[src/rtl/assert_macros.svh]
// assertion helpers shared by the rtl
`ifndef ASSERT_MACROS_SVH
`define ASSERT_MACROS_SVH

// clocked check, switched off while reset is high
`define ASRT_ON(label, prop, msg) \
  label: assert property (@(posedge clk) disable iff (rst) prop) else $error(msg);

// clocked check that also holds across reset
`define ASRT_ANY(label, prop, msg) \
  label: assert property (@(posedge clk) prop) else $error(msg);

`endif

[src/rtl/atan2c_pkg.sv]
`default_nettype none

package atan2c_pkg;

  // field widths
  localparam int ANGLE_W = 16;
  localparam int QUO_W   = 16;

  // ratio limits in q1.15
  localparam logic [QUO_W-1:0] RATIO_ONE = 16'd32768;
  localparam logic [QUO_W-1:0] RATIO_MAX = 16'd32767;

  // polynomial coefficients: cubic in q1.15, linear scaled to q45
  localparam int CUBE_W = 13;
  localparam logic [CUBE_W-1:0] COEF_CUBE = 13'd6432;
  localparam int R2_W   = 31;
  localparam int CPRD_W = CUBE_W + R2_W;
  localparam int POLY_W = 45;
  localparam logic [POLY_W-1:0] COEF_LIN_Q30 = 45'd32168 << 30;

  // split of the polynomial term for the final multiply
  localparam int PLO_W  = 22;
  localparam int PHI_W  = POLY_W - PLO_W;
  localparam int PHP_W  = PHI_W + QUO_W;
  localparam int PLP_W  = PLO_W + QUO_W;
  localparam int MAG_W  = 61;

  // q60 sum and base angles
  localparam int SUM_W = 63;
  localparam logic [SUM_W-1:0] BASE_QPI  = 63'h0C90FDAA22168C23;
  localparam logic [SUM_W-1:0] BASE_3QPI = 63'h25B2F8FE6643A469;
  localparam int SUM_FRAC = 60;

  // output saturation limits
  localparam int ANGLE_POS_MAX = 32767;
  localparam int ANGLE_NEG_MAX = 32768;

  // per request flags that travel beside the data
  typedef struct packed {
    logic xneg;
    logic yneg;
    logic zero;
    logic rneg;
  } info_t;

endpackage

`default_nettype wire

[src/rtl/atan2_cubic_approximation_top.sv]
// throughput: one request per cycle while out_stall is low, set by the 18 stage pipeline with two
//   restoring divide steps in each of its eight divider stages
// reset: rst clears every stage valid bit so the pipeline comes up empty;
//   data registers are not reset
`default_nettype none

`include "assert_macros.svh"

module atan2_cubic_approximation_top
  import atan2c_pkg::*;
#(
  parameter int IN_WIDTH        = 16,
  parameter int ANGLE_FRAC_BITS = 13
) (
  input  wire                        clk,
  input  wire                        rst,
  input  wire                        in_valid,
  output logic                       in_stall,
  input  wire signed [IN_WIDTH-1:0]  y_value,
  input  wire signed [IN_WIDTH-1:0]  x_value,
  output logic                       out_valid,
  input  wire                        out_stall,
  output logic signed [ANGLE_W-1:0]  angle
);

  // stage map
  localparam int STEPS_PER_STAGE = 2;
  localparam int DIV_STAGES = QUO_W / STEPS_PER_STAGE;
  localparam int ST_PREP  = 0;
  localparam int ST_DIVIN = 1;
  localparam int ST_DIV0  = 2;
  localparam int ST_SQ    = ST_DIV0 + DIV_STAGES;
  localparam int ST_POLY  = ST_SQ + 1;
  localparam int ST_PART  = ST_POLY + 1;
  localparam int ST_MAG   = ST_PART + 1;
  localparam int ST_SUM   = ST_MAG + 1;
  localparam int ST_ABS   = ST_SUM + 1;
  localparam int ST_RND   = ST_ABS + 1;
  localparam int ST_OUT   = ST_RND + 1;
  localparam int NS       = ST_OUT + 1;

  localparam int NUM_W = IN_WIDTH + 15;
  localparam int SHIFT = SUM_FRAC - ANGLE_FRAC_BITS;
  localparam int RQ_W  = SUM_W - SHIFT;
  localparam int CMP_W = (RQ_W > 17) ? RQ_W : 17;
  localparam logic [SUM_W-1:0] HALF = SUM_W'(1) << (SHIFT - 1);

  logic [NS-1:0] v;
  logic [NS:0]   adv;
  info_t         info_s [ST_OUT];

  // stage advance: a stage loads when empty or when the next one moves
  assign adv[NS] = !out_stall;
  for (genvar i = 0; i < NS; i++) begin : g_adv
    assign adv[i] = !v[i] || adv[i+1];
  end

  assign in_stall  = !adv[0];
  assign out_valid = v[NS-1];

  // valid bits
  always_ff @(posedge clk) begin
    if (rst) begin
      v <= '0;
    end else begin
      if (adv[0]) v[0] <= in_valid;
      for (int i = 1; i < NS; i++) begin
        if (adv[i]) v[i] <= v[i-1];
      end
    end
  end

  // fold the vector: numerator and denominator of the ratio
  logic [IN_WIDTH-1:0] ay_c;
  logic [IN_WIDTH+1:0] xe_c, aye_c, num_c, den_c;
  logic [IN_WIDTH:0]   prep_num, prep_den;

  always_comb begin
    ay_c  = y_value[IN_WIDTH-1] ? -y_value : y_value;
    xe_c  = {{2{x_value[IN_WIDTH-1]}}, x_value};
    aye_c = {2'b00, ay_c};
    if (x_value[IN_WIDTH-1]) begin
      num_c = xe_c + aye_c;
      den_c = aye_c - xe_c;
    end else begin
      num_c = xe_c - aye_c;
      den_c = xe_c + aye_c;
    end
  end

  always_ff @(posedge clk) begin
    if (adv[ST_PREP]) begin
      prep_num <= num_c[IN_WIDTH:0];
      prep_den <= den_c[IN_WIDTH:0];
    end
  end

  // divider operands: magnitude shifted up with half the divisor for rounding
  logic [IN_WIDTH:0]   div_rem [DIV_STAGES+1];
  logic [QUO_W-1:0]    div_low [DIV_STAGES+1];
  logic [QUO_W-1:0]    div_quo [DIV_STAGES+1];
  logic [IN_WIDTH:0]   div_den [DIV_STAGES+1];
  logic [IN_WIDTH:0]   num_neg_c;
  logic [IN_WIDTH-1:0] n_c;
  logic [NUM_W-1:0]    dvd_c;
  logic                zero_c;

  always_comb begin
    num_neg_c = -prep_num;
    n_c       = prep_num[IN_WIDTH] ? num_neg_c[IN_WIDTH-1:0] : prep_num[IN_WIDTH-1:0];
    dvd_c     = (NUM_W'(n_c) << 15) + NUM_W'(prep_den >> 1);
    zero_c    = (prep_den == '0);
  end

  always_ff @(posedge clk) begin
    if (adv[ST_DIVIN]) begin
      div_rem[0] <= (IN_WIDTH+1)'(dvd_c >> QUO_W);
      div_low[0] <= dvd_c[QUO_W-1:0];
      div_quo[0] <= '0;
      div_den[0] <= prep_den;
    end
  end

  // flags travel with the data
  always_ff @(posedge clk) begin
    if (adv[ST_PREP]) begin
      info_s[ST_PREP] <= '{xneg: x_value[IN_WIDTH-1], yneg: y_value[IN_WIDTH-1],
                           zero: 1'b0, rneg: 1'b0};
    end
    if (adv[ST_DIVIN]) begin
      info_s[ST_DIVIN] <= '{xneg: info_s[ST_PREP].xneg, yneg: info_s[ST_PREP].yneg,
                            zero: zero_c, rneg: prep_num[IN_WIDTH] || zero_c};
    end
    for (int i = ST_DIVIN + 1; i < ST_OUT; i++) begin
      if (adv[i]) info_s[i] <= info_s[i-1];
    end
  end

  // restoring divider, two quotient bits per stage
  for (genvar k = 0; k < DIV_STAGES; k++) begin : g_div
    logic [IN_WIDTH:0] rem_c;
    logic [QUO_W-1:0]  low_c, quo_c;

    always_comb begin
      logic [IN_WIDTH+1:0] trial;
      trial = '0;
      rem_c = div_rem[k];
      low_c = div_low[k];
      quo_c = div_quo[k];
      for (int s = 0; s < STEPS_PER_STAGE; s++) begin
        trial = {rem_c, low_c[QUO_W-1]};
        low_c = {low_c[QUO_W-2:0], 1'b0};
        if (trial >= {1'b0, div_den[k]}) begin
          trial = trial - {1'b0, div_den[k]};
          quo_c = {quo_c[QUO_W-2:0], 1'b1};
        end else begin
          quo_c = {quo_c[QUO_W-2:0], 1'b0};
        end
        rem_c = trial[IN_WIDTH:0];
      end
    end

    always_ff @(posedge clk) begin
      if (adv[ST_DIV0+k]) begin
        div_rem[k+1] <= rem_c;
        div_low[k+1] <= low_c;
        div_quo[k+1] <= quo_c;
        div_den[k+1] <= div_den[k];
      end
    end
  end

  // ratio magnitude with saturation, then its square
  logic [QUO_W-1:0] ar_c;
  logic [QUO_W-1:0] sq_ar;
  logic [R2_W-1:0]  sq_r2;

  always_comb begin
    if (info_s[ST_SQ-1].zero) begin
      ar_c = RATIO_ONE;
    end else if (info_s[ST_SQ-1].rneg) begin
      ar_c = (div_quo[DIV_STAGES] > RATIO_ONE) ? RATIO_ONE : div_quo[DIV_STAGES];
    end else begin
      ar_c = (div_quo[DIV_STAGES] > RATIO_MAX) ? RATIO_MAX : div_quo[DIV_STAGES];
    end
  end

  always_ff @(posedge clk) begin
    if (adv[ST_SQ]) begin
      sq_ar <= ar_c;
      sq_r2 <= R2_W'(ar_c) * R2_W'(ar_c);
    end
  end

  // linear coefficient minus cubic term, q45
  logic [CPRD_W-1:0] cube_c;
  logic [POLY_W-1:0] poly_p;
  logic [QUO_W-1:0]  poly_ar;

  assign cube_c = CPRD_W'(COEF_CUBE) * CPRD_W'(sq_r2);

  always_ff @(posedge clk) begin
    if (adv[ST_POLY]) begin
      poly_p  <= COEF_LIN_Q30 - POLY_W'(cube_c);
      poly_ar <= sq_ar;
    end
  end

  // polynomial times ratio as two partial products
  logic [PHP_W-1:0] part_hi;
  logic [PLP_W-1:0] part_lo;

  always_ff @(posedge clk) begin
    if (adv[ST_PART]) begin
      part_hi <= PHP_W'(poly_p[POLY_W-1:PLO_W]) * PHP_W'(poly_ar);
      part_lo <= PLP_W'(poly_p[PLO_W-1:0]) * PLP_W'(poly_ar);
    end
  end

  logic [MAG_W-1:0] mag;

  always_ff @(posedge clk) begin
    if (adv[ST_MAG]) begin
      mag <= (MAG_W'(part_hi) << PLO_W) + MAG_W'(part_lo);
    end
  end

  // add to or subtract from the base angle in q60
  logic [SUM_W-1:0] base_c;
  logic [SUM_W-1:0] sum;

  assign base_c = info_s[ST_SUM-1].xneg ? BASE_3QPI : BASE_QPI;

  always_ff @(posedge clk) begin
    if (adv[ST_SUM]) begin
      sum <= info_s[ST_SUM-1].rneg ? base_c + SUM_W'(mag) : base_c - SUM_W'(mag);
    end
  end

  // sign and magnitude of the sum
  logic [SUM_W-1:0] sum_neg_c;
  logic [SUM_W-2:0] abs_m;
  logic             abs_neg;

  assign sum_neg_c = -sum;

  always_ff @(posedge clk) begin
    if (adv[ST_ABS]) begin
      abs_neg <= sum[SUM_W-1];
      abs_m   <= sum[SUM_W-1] ? sum_neg_c[SUM_W-2:0] : sum[SUM_W-2:0];
    end
  end

  // round half away from zero to the angle fraction
  logic [SUM_W-1:0] rounded_c;
  logic [RQ_W-1:0]  rnd_q;
  logic             rnd_neg;

  assign rounded_c = {1'b0, abs_m} + HALF;

  always_ff @(posedge clk) begin
    if (adv[ST_RND]) begin
      rnd_q   <= rounded_c[SUM_W-1:SHIFT];
      rnd_neg <= abs_neg ^ info_s[ST_RND-1].yneg;
    end
  end

  // apply sign and saturate to the angle field
  logic [CMP_W-1:0] qx_c, sat_c;
  logic             neg_c;

  always_comb begin
    qx_c  = CMP_W'(rnd_q);
    neg_c = rnd_neg && (qx_c != '0);
    if (neg_c) begin
      sat_c = (qx_c > CMP_W'(ANGLE_NEG_MAX)) ? CMP_W'(ANGLE_NEG_MAX) : qx_c;
    end else begin
      sat_c = (qx_c > CMP_W'(ANGLE_POS_MAX)) ? CMP_W'(ANGLE_POS_MAX) : qx_c;
    end
  end

  always_ff @(posedge clk) begin
    if (adv[ST_OUT]) begin
      angle <= neg_c ? -(sat_c[ANGLE_W-1:0]) : sat_c[ANGLE_W-1:0];
    end
  end

  // checks
  `ASRT_ANY(a_empty_after_reset, rst |=> (v == '0), "pipeline not empty after reset")
  `ASRT_ON(a_stall_only_when_full, in_stall |-> (&v), "input stalled with a free stage")
  `ASRT_ON(a_quo_bound, (v[ST_SQ-1] && !info_s[ST_SQ-1].zero) |-> (div_quo[DIV_STAGES] <= RATIO_ONE), "ratio quotient above one")

endmodule

`default_nettype wire
[config.mk]
export PLATFORM = sky130hd
export DESIGN_NAME = atan2_cubic_approximation_top
export DESIGN_NICKNAME = d
export VERILOG_FILES = /design/src/rtl/atan2c_pkg.sv /design/src/rtl/atan2_cubic_approximation_top.sv
export VERILOG_INCLUDE_DIRS = /design/src /design/src/rtl
export SDC_FILE = /design/constraint.sdc
export NUM_CORES = 2
export LEC_CHECK = 0
export ABC_AREA = 1
export BUFFER_PORTS_ARGS = -buffer_cell sky130_fd_sc_hd__buf_2
export CORE_ASPECT_RATIO = 1.5
export CORE_UTILIZATION = 30
export DETAILED_ROUTE_END_ITERATION = 10
export GPL_ROUTABILITY_DRIVEN = 0
export PLACE_DENSITY = 0.52
export SYNTH_ARGS = -nofsm -noshare
export SYNTH_HDL_FRONTEND = slang
export SYNTH_SLANG_ARGS = --single-unit
[constraint.sdc]
create_clock -name clk -period 26.9 [get_ports clk]
set_input_delay 5.38 -clock clk [delete_from_list [all_inputs] [get_ports clk]]
set_output_delay 5.38 -clock clk [all_outputs]
set_load 0.005 [all_outputs]
Yosys cells after proc, flatten, opt, wreduce, memory -nomap -nowiden

Memory sizes are Yosys's and may differ from the RTL's.
Index checks and enable logic that the tools add are counted.

Add/sub/neg operators: 29
$mul: 4
Magnitude comparators: 20
Muxes and demuxes: 81
Bitwise operators: 1
Reductions and logical operators: 42

Operators with widths:

| cell                                                             | number |
|---|---|
| 2-to-1 mux 17 bit                                                | 18 |
| greater-or-equal comparator 18 x 17 -> 1 bit                     | 16 |
| subtractor 17 bit                                                | 16 |
| 2-to-1 mux 16 bit                                                | 10 |
| 2-to-1 mux 62 bit                                                | 2 |
| adder 62 x 47 -> 63 bit (second input constant)                  | 1 |
| adder 62 x 61 -> 63 bit                                          | 1 |
| 2-to-1 mux 63 bit                                                | 1 |
| subtractor 62 x 61 -> 63 bit                                     | 1 |
| negator 62 bit                                                   | 1 |
| adder 61 x 38 -> 61 bit                                          | 1 |
| 2-to-1 mux 1 bit                                                 | 50 |
| negator 16 bit                                                   | 3 |
| subtractor 45 x 44 -> 45 bit (first input constant)              | 1 |
| multiplier 23 x 16 -> 39 bit                                     | 1 |
| multiplier 8 x 31 -> 39 bit (first input constant)               | 1 |
| multiplier 22 x 16 -> 38 bit                                     | 1 |
| greater-than comparator 16 x 15 -> 1 bit (second input constant) | 2 |
| greater-than comparator 16 bit (second input constant)           | 2 |
| adder 31 x 16 -> 31 bit                                          | 1 |
| multiplier 16 x 16 -> 31 bit                                     | 1 |
| zero test 1 bit                                                  | 20 |
| logical OR 1 bit                                                 | 19 |
| adder 16 x 17 -> 17 bit                                          | 1 |
| 6 further kinds                                                  | 6 |

Bits in registers: 457
Bits in writable memories: 662
Output and inout port bits: 18
Logic and storage cells: 215
Memories kept: 5

Memory list:

| name    | words | width | rd ports | clocked after Yosys merged registers in | wr ports | line                                 | RTL |
|---|---|---|---|---|---|---|---|
| div_den | 9     | 17    | 8        | 0                                       | 9        | atan2_cubic_approximation_top.sv:102 | `logic [IN_WIDTH:0] div_den [DIV_STAGES+1];` |
| div_rem | 9     | 17    | 8        | 0                                       | 9        | atan2_cubic_approximation_top.sv:99  | `logic [IN_WIDTH:0] div_rem [DIV_STAGES+1];` |
| div_low | 9     | 16    | 8        | 0                                       | 9        | atan2_cubic_approximation_top.sv:100 | `logic [QUO_W-1:0] div_low [DIV_STAGES+1];` |
| div_quo | 9     | 16    | 9        | 0                                       | 9        | atan2_cubic_approximation_top.sv:101 | `logic [QUO_W-1:0] div_quo [DIV_STAGES+1];` |
| info_s  | 17    | 4     | 16       | 0                                       | 17       | atan2_cubic_approximation_top.sv:50  | `info_t info_s [ST_OUT];` |

Longest topological paths before layout

Word-level depth: 21
Depth in mapped cells: 33

Worst setup path before layout

OpenSTA, ideal clock, no wires.

Path type: input to output
Start: input port out_stall
End: output port in_stall
Arrival time: 10.748 ns
Path slack: 10.772 ns
Stages on the path: 16
Buffers on the path: 0
Path through: nand2_1 -> nor2_2 -> nand2_2 -> nor2_4 -> nand2_2 -> nor2_4 -> nand2_2 -> nor2_4 -> nand2_2 -> nor2_4 -> nand2_2 -> nor2_4 -> nand3_4 -> nor2_8 -> nand4_4 -> inv_1

Cells in the longest elaborated chain, start to end: 20

RTL lines:

| element                       | line                                | RTL |
|---|---|---|
| start: declaration            | atan2_cubic_approximation_top.sv:22 | `input wire out_stall,` |
| zero test 1 bit               | atan2_cubic_approximation_top.sv:53 | `assign adv[NS] = !out_stall;` |
| logical OR 1 bit (3 in a row) | atan2_cubic_approximation_top.sv:55 | `assign adv[i] = !v[i] \|\| adv[i+1];` |
| named net adv[15]             | atan2_cubic_approximation_top.sv:49 | `logic [NS:0] adv;` |
| logical OR 1 bit (2 in a row) | atan2_cubic_approximation_top.sv:55 |  |
| named net adv[13]             | atan2_cubic_approximation_top.sv:49 |  |
| logical OR 1 bit (2 in a row) | atan2_cubic_approximation_top.sv:55 |  |
| named net adv[11]             | atan2_cubic_approximation_top.sv:49 |  |
| logical OR 1 bit (2 in a row) | atan2_cubic_approximation_top.sv:55 |  |
| named net adv[9]              | atan2_cubic_approximation_top.sv:49 |  |
| logical OR 1 bit (2 in a row) | atan2_cubic_approximation_top.sv:55 |  |
| named net adv[7]              | atan2_cubic_approximation_top.sv:49 |  |
| logical OR 1 bit (3 in a row) | atan2_cubic_approximation_top.sv:55 |  |
| named net adv[4]              | atan2_cubic_approximation_top.sv:49 |  |
| logical OR 1 bit (4 in a row) | atan2_cubic_approximation_top.sv:55 |  |
| zero test 1 bit               | atan2_cubic_approximation_top.sv:58 | `assign in_stall = !adv[0];` |
| end: declaration              | atan2_cubic_approximation_top.sv:18 | `output logic in_stall,` |

The timed path passes the listed nets, and every way through them passes these cells.

Worst setup path in the final report

Start: input port out_stall
End: output port in_stall

Cells in the longest elaborated chain, start to end: 20

RTL lines:

| element                       | line |
|---|---|
| zero test 1 bit               | atan2_cubic_approximation_top.sv:53 |
| logical OR 1 bit              | atan2_cubic_approximation_top.sv:55 |
| named net adv[17]             | atan2_cubic_approximation_top.sv:49 |
| logical OR 1 bit (2 in a row) | atan2_cubic_approximation_top.sv:55 |
| named net adv[15]             | atan2_cubic_approximation_top.sv:49 |
| logical OR 1 bit (2 in a row) | atan2_cubic_approximation_top.sv:55 |
| named net adv[13]             | atan2_cubic_approximation_top.sv:49 |
| logical OR 1 bit (2 in a row) | atan2_cubic_approximation_top.sv:55 |
| named net adv[11]             | atan2_cubic_approximation_top.sv:49 |
| logical OR 1 bit (2 in a row) | atan2_cubic_approximation_top.sv:55 |
| named net adv[9]              | atan2_cubic_approximation_top.sv:49 |
| logical OR 1 bit (2 in a row) | atan2_cubic_approximation_top.sv:55 |
| named net adv[7]              | atan2_cubic_approximation_top.sv:49 |
| logical OR 1 bit (3 in a row) | atan2_cubic_approximation_top.sv:55 |
| named net adv[4]              | atan2_cubic_approximation_top.sv:49 |
| logical OR 1 bit (4 in a row) | atan2_cubic_approximation_top.sv:55 |
| zero test 1 bit               | atan2_cubic_approximation_top.sv:58 |

The timed path passes the listed nets, and every way through them passes these cells.

==> impl_summary.txt <==
----------------------------------------------------
[Run status]
  Outcome ... completed

[STA]
  Setup TNS ... 0 ns
  Number of pins exceeding their max-slew limit in the final report ... 0
  Top achievable clock speed ... 0.0613 GHz
  Fin crit period ... 16.32 ns
  Post-route clock skew ... 0.0541 ns
  Tightest Pin Transition ... 1.32 ns
  Final Hold Vio Count ... 0
  Final setup vio count ... 0
  Max-slew headroom ... 0.114
  Period utilization ... 0.607
  Unrepaired setup endpoints after global routing ... false

[Critical path]
  Crit Path Category ... in -> out
  Critical path launch point type ... input port
  Delay of the slowest cell on the worst path ... 0.54 ns
  Worst path arrival time ... 10.94 ns
  Critical Path End ... in_stall
  Reg2Reg Setup Slack ... 18.57 ns
  Worst reg2reg path endpoint ... sq_r2[27]
  Biggest fanout along the worst timing path ... 61
  Beginning of the critical path ... out_stall
  Critical-path top delay cell ... nand4_4
  Required time reported for the critical path endpoint ... 21.52 ns
  Register-to-Register Path Depth ... 27
  FF-to-FF Start ... div_quo[0][142]
  Cell chain of the critical path ... buf_2 > nand2_1 > nor2_2 > nand2_2 > nor2_4 > nand2_2 > buf_4 > nor2_4 > nand2_2 > buf_4 > nor2_4 > nand2_2 > nor2_4 > nand2_2 > buf_4 > nor2_4 > nand3_4 > nor2_8 > nand4_4 > inv_1 > buf_2
  CP top delay family ... simple AND/OR/NAND/NOR gates
  Worst path buffer plus inverter count ... 6
  Capturing element type of the critical path ... primary output
  Cell depth of the worst setup path ... 21

[Clock network]
  Hold buffer count at cts ... 0
  Number of H-tree levels ... 3
  Total CTS buffers ... 80
  Buffer cell driving the clock tree root ... clkbuf_16
  Clk Latency, worst-skew pair ... about 0.7 ns
  Clock sink count ... 740
  Clock transition at the registers of the reported paths ... 0.06 ns
  Post CTS Setup Buffer Count ... 0
  Clock tree from TritonCTS ... built
  Number of buffers between clock root and the deepest sink ... 3
  Number of gates given a new drive strength after cts ... 0

[Synthesis]
  Share of synthesized area occupied by flip-flops and latches ... 0.271
  Mean cell area of the mapped netlist ... 8.22 um^2
  Number of distinct library cells after synthesis ... ~70
  Number of storage elements in the synthesis netlist ... between 700 and 800
  Yosys warnings ... 0
  Cells after Synth ... 9906
  Cell accounting for the most synthesized area ... edfxtp_1
  Biggest area contributors in the synthesized netlist ... edfxtp_1 (27%), fa_1 (18%), ha_1 (12%), nand2_1 (11%), inv_1 (9.1%)
  Fraction of registers with async set/reset ... 0
  Top flip-flop cell by instance count after synthesis ... edfxtp_1
  Area fraction of the dominant cell type after synthesis ... 0.266
  Netlist area before placement ... 0.0815 mm^2
  Post-synth EDFFs ... 722

[Worst hold path]
  Hold/Removal Path Class ... reg -> reg

[Place]
  Post-DP HPWL ... 182 mm
  Count of buffers inserted at the top-level ports ... 53

[Detailed routing]
  Routed length per instance ... 16.2 um
  Antenna Violating Nets Remaining ... 0
  Via count ... ~64000
  Starting DRT DRC Count ... 2834
  DRC violations left ... 0
  First-pass iteration count of the detailed router ... 6
  Vias per inst ... 4.73
  Wirelength, routed ... approximately 220 mm

[Floorplanning]
  Die footprint ... 0.274 mm^2
  I/O Pins ... 54
  Height of the die ... 640 um
  Die X-Extent ... 427 um
  Core footprint ... approximately 0.27 mm^2
  Number of placement rows ... 233
  Initial cell density of the core ... 0.302

[Final layout]
  Final design utilization ... 0.328
  Post-layout nets ... 11400
  Area growth syn-to-layout ... 8.39%
  Filler cell count ... 28300
  Leading cell type in the layout, fill and taps excluded ... nand2_1
  Top library cells by usage in the layout, fill and taps aside ... nand2_1 (2394), inv_1 (1975), ha_1 (781), fa_1 (730), edfxtp_1 (722)
  Fraction of final layout cells with drive strength greater than 1 ... 0.0401
  Total area of multi-input combinational cells ... 0.0510 mm^2
  Sequential cell area ... 0.0220 mm^2

[Global routing]
  Total congestion overflow ... 0
  First-pass GRT wire length ... 351 mm
  Via count of the first global-routing pass ... 68300
  Number of antenna violations at the first check in global routing ... 1
  Largest net degree at the start of global routing ... 75
  Total global-route track usage ... 0.161

[Flow run]
  Count of maximum capacitance violations ... 0

----------------------------------------------------
[layer usage]
metal,global-route usage,vias up,routed length [um]
met2,0.333,1355,125000
met4,0.0864,0,12800
li1,-,31200,-
met5,0,-,0
met1,0.149,30500,74300
met3,0.0156,589,6320
[sequential cells by signal, indices dropped and copies added (netlist names), 17 cells and up]
| name | count |
|---|---|
| div_den | 136 |
| div_quo | 72 |
| div_rem | 134 |
| info_s | 52 |
| mag | 56 |
| part_hi | 39 |
| part_lo | 33 |
| poly_p | 38 |
| prep_num | 17 |
| sq_r2 | 29 |
| sum | 17 |
| v | 18 |
[worst min path at each step]
stage	start	endpoint	depth (start not counted)
6_report	info_s[0][23]	info_s[0][27]	0
3_5_place_dp	div_quo[0][84]	div_quo[0][102]	0
4_1_cts	info_s[0][20]	info_s[0][24]	0
5_1_grt	info_s[0][23]	info_s[0][27]	0
2_1_floorplan	div_quo[0][82]	div_quo[0][100]	0
3_3_place_gp	info_s[0][23]	info_s[0][27]	0
[logic make-up (layout without fill, tap and decap cells)]
kind of cell / Yosys count / count (layout) / share of synthesized area
and+or+nand+nor: 3747 / 3747 / 0.192
buffers and inverters: 2230 / 2246 / 0.104
adders and majority gates: 1511 / 1511 / 0.299
AOI/OAI and AO/OA: 1183 / 1183 / 0.0804
DFF: 740 / 740 / 0.271
xor gates and xnor gates: 491 / 491 / 0.0531
other: 2 / 22 / 0.0000922
muxes: 2 / 2 / 0.000261
[cell type report]
cell class,count,area share
Sequential cell,740,0.250
Multi-Input combinational cell,6955,0.578
Timing Repair Buffer,104,0.00734
Antenna cell,1,0.0000283
Clock buffer,96,0.0238
Inverter,1999,0.0850
Clock inverter,47,0.00635
Tap cell,3525,0.0500
[worst register-to-register path: stages, from the launching register on]
cell and delay (ns):
edfxtp_1 0.40, nor4_1 0.33, nand4_1 0.13, nand2_1 0.27, a21oi_1 0.29, nor2_1 0.64, inv_1 0.44, nor2_1 0.30
inv_1 0.09, fa_1 0.51, fa_1 0.56, inv_1 0.06, fa_1 0.51, fa_1 0.45, fa_1 0.55, inv_1 0.06
fa_1 0.53, inv_1 0.04, ha_1 0.38, nand2_1 0.11, nor2_1 0.13, nand2_1 0.07, o211ai_1 0.20, a21oi_1 0.20
o21bai_1 0.33, a21oi_1 0.21, o211ai_1 0.20, nand2_1 0.07
[synth_stat cells, types with 18 or more instances]
cell type,count
o21ai_1,65
nor2_4,20
nor2_1,638
nand2_1,2396
a31oi_1,41
fa_1,730
nor3_1,67
buf_2,36
xor2_1,309
o21bai_1,21
xnor2_1,180
a21boi_0,26
nand3_1,368
edfxtp_1,722
nand3b_1,37
a21o_1,35
dfxtp_1,18
ha_1,781
nor2_2,21
clkbuf_1,180
nand4_1,79
nand2_2,32
nor4_1,27
inv_1,1980
a21oi_1,523
o21ai_0,355
o21a_1,27
[per-stage QoR]
step	instance area (um^2)	setup WS [ns]	std cells	hold WS (ns)
finish	88300	10.58	13500	0.391
global route	88300	9.79	13500	0.395
CTS	88300	10.35	13500	0.385
detailed placement	85600	10.34	13300	0.405
global placement	85600	10.32	13300	0.401
floorplan	81500	10.77	9925	0.400
Power is left out: the tool's default activity adds up to more than one toggle a clock period on the data nets, which glitch-free logic cannot reach.
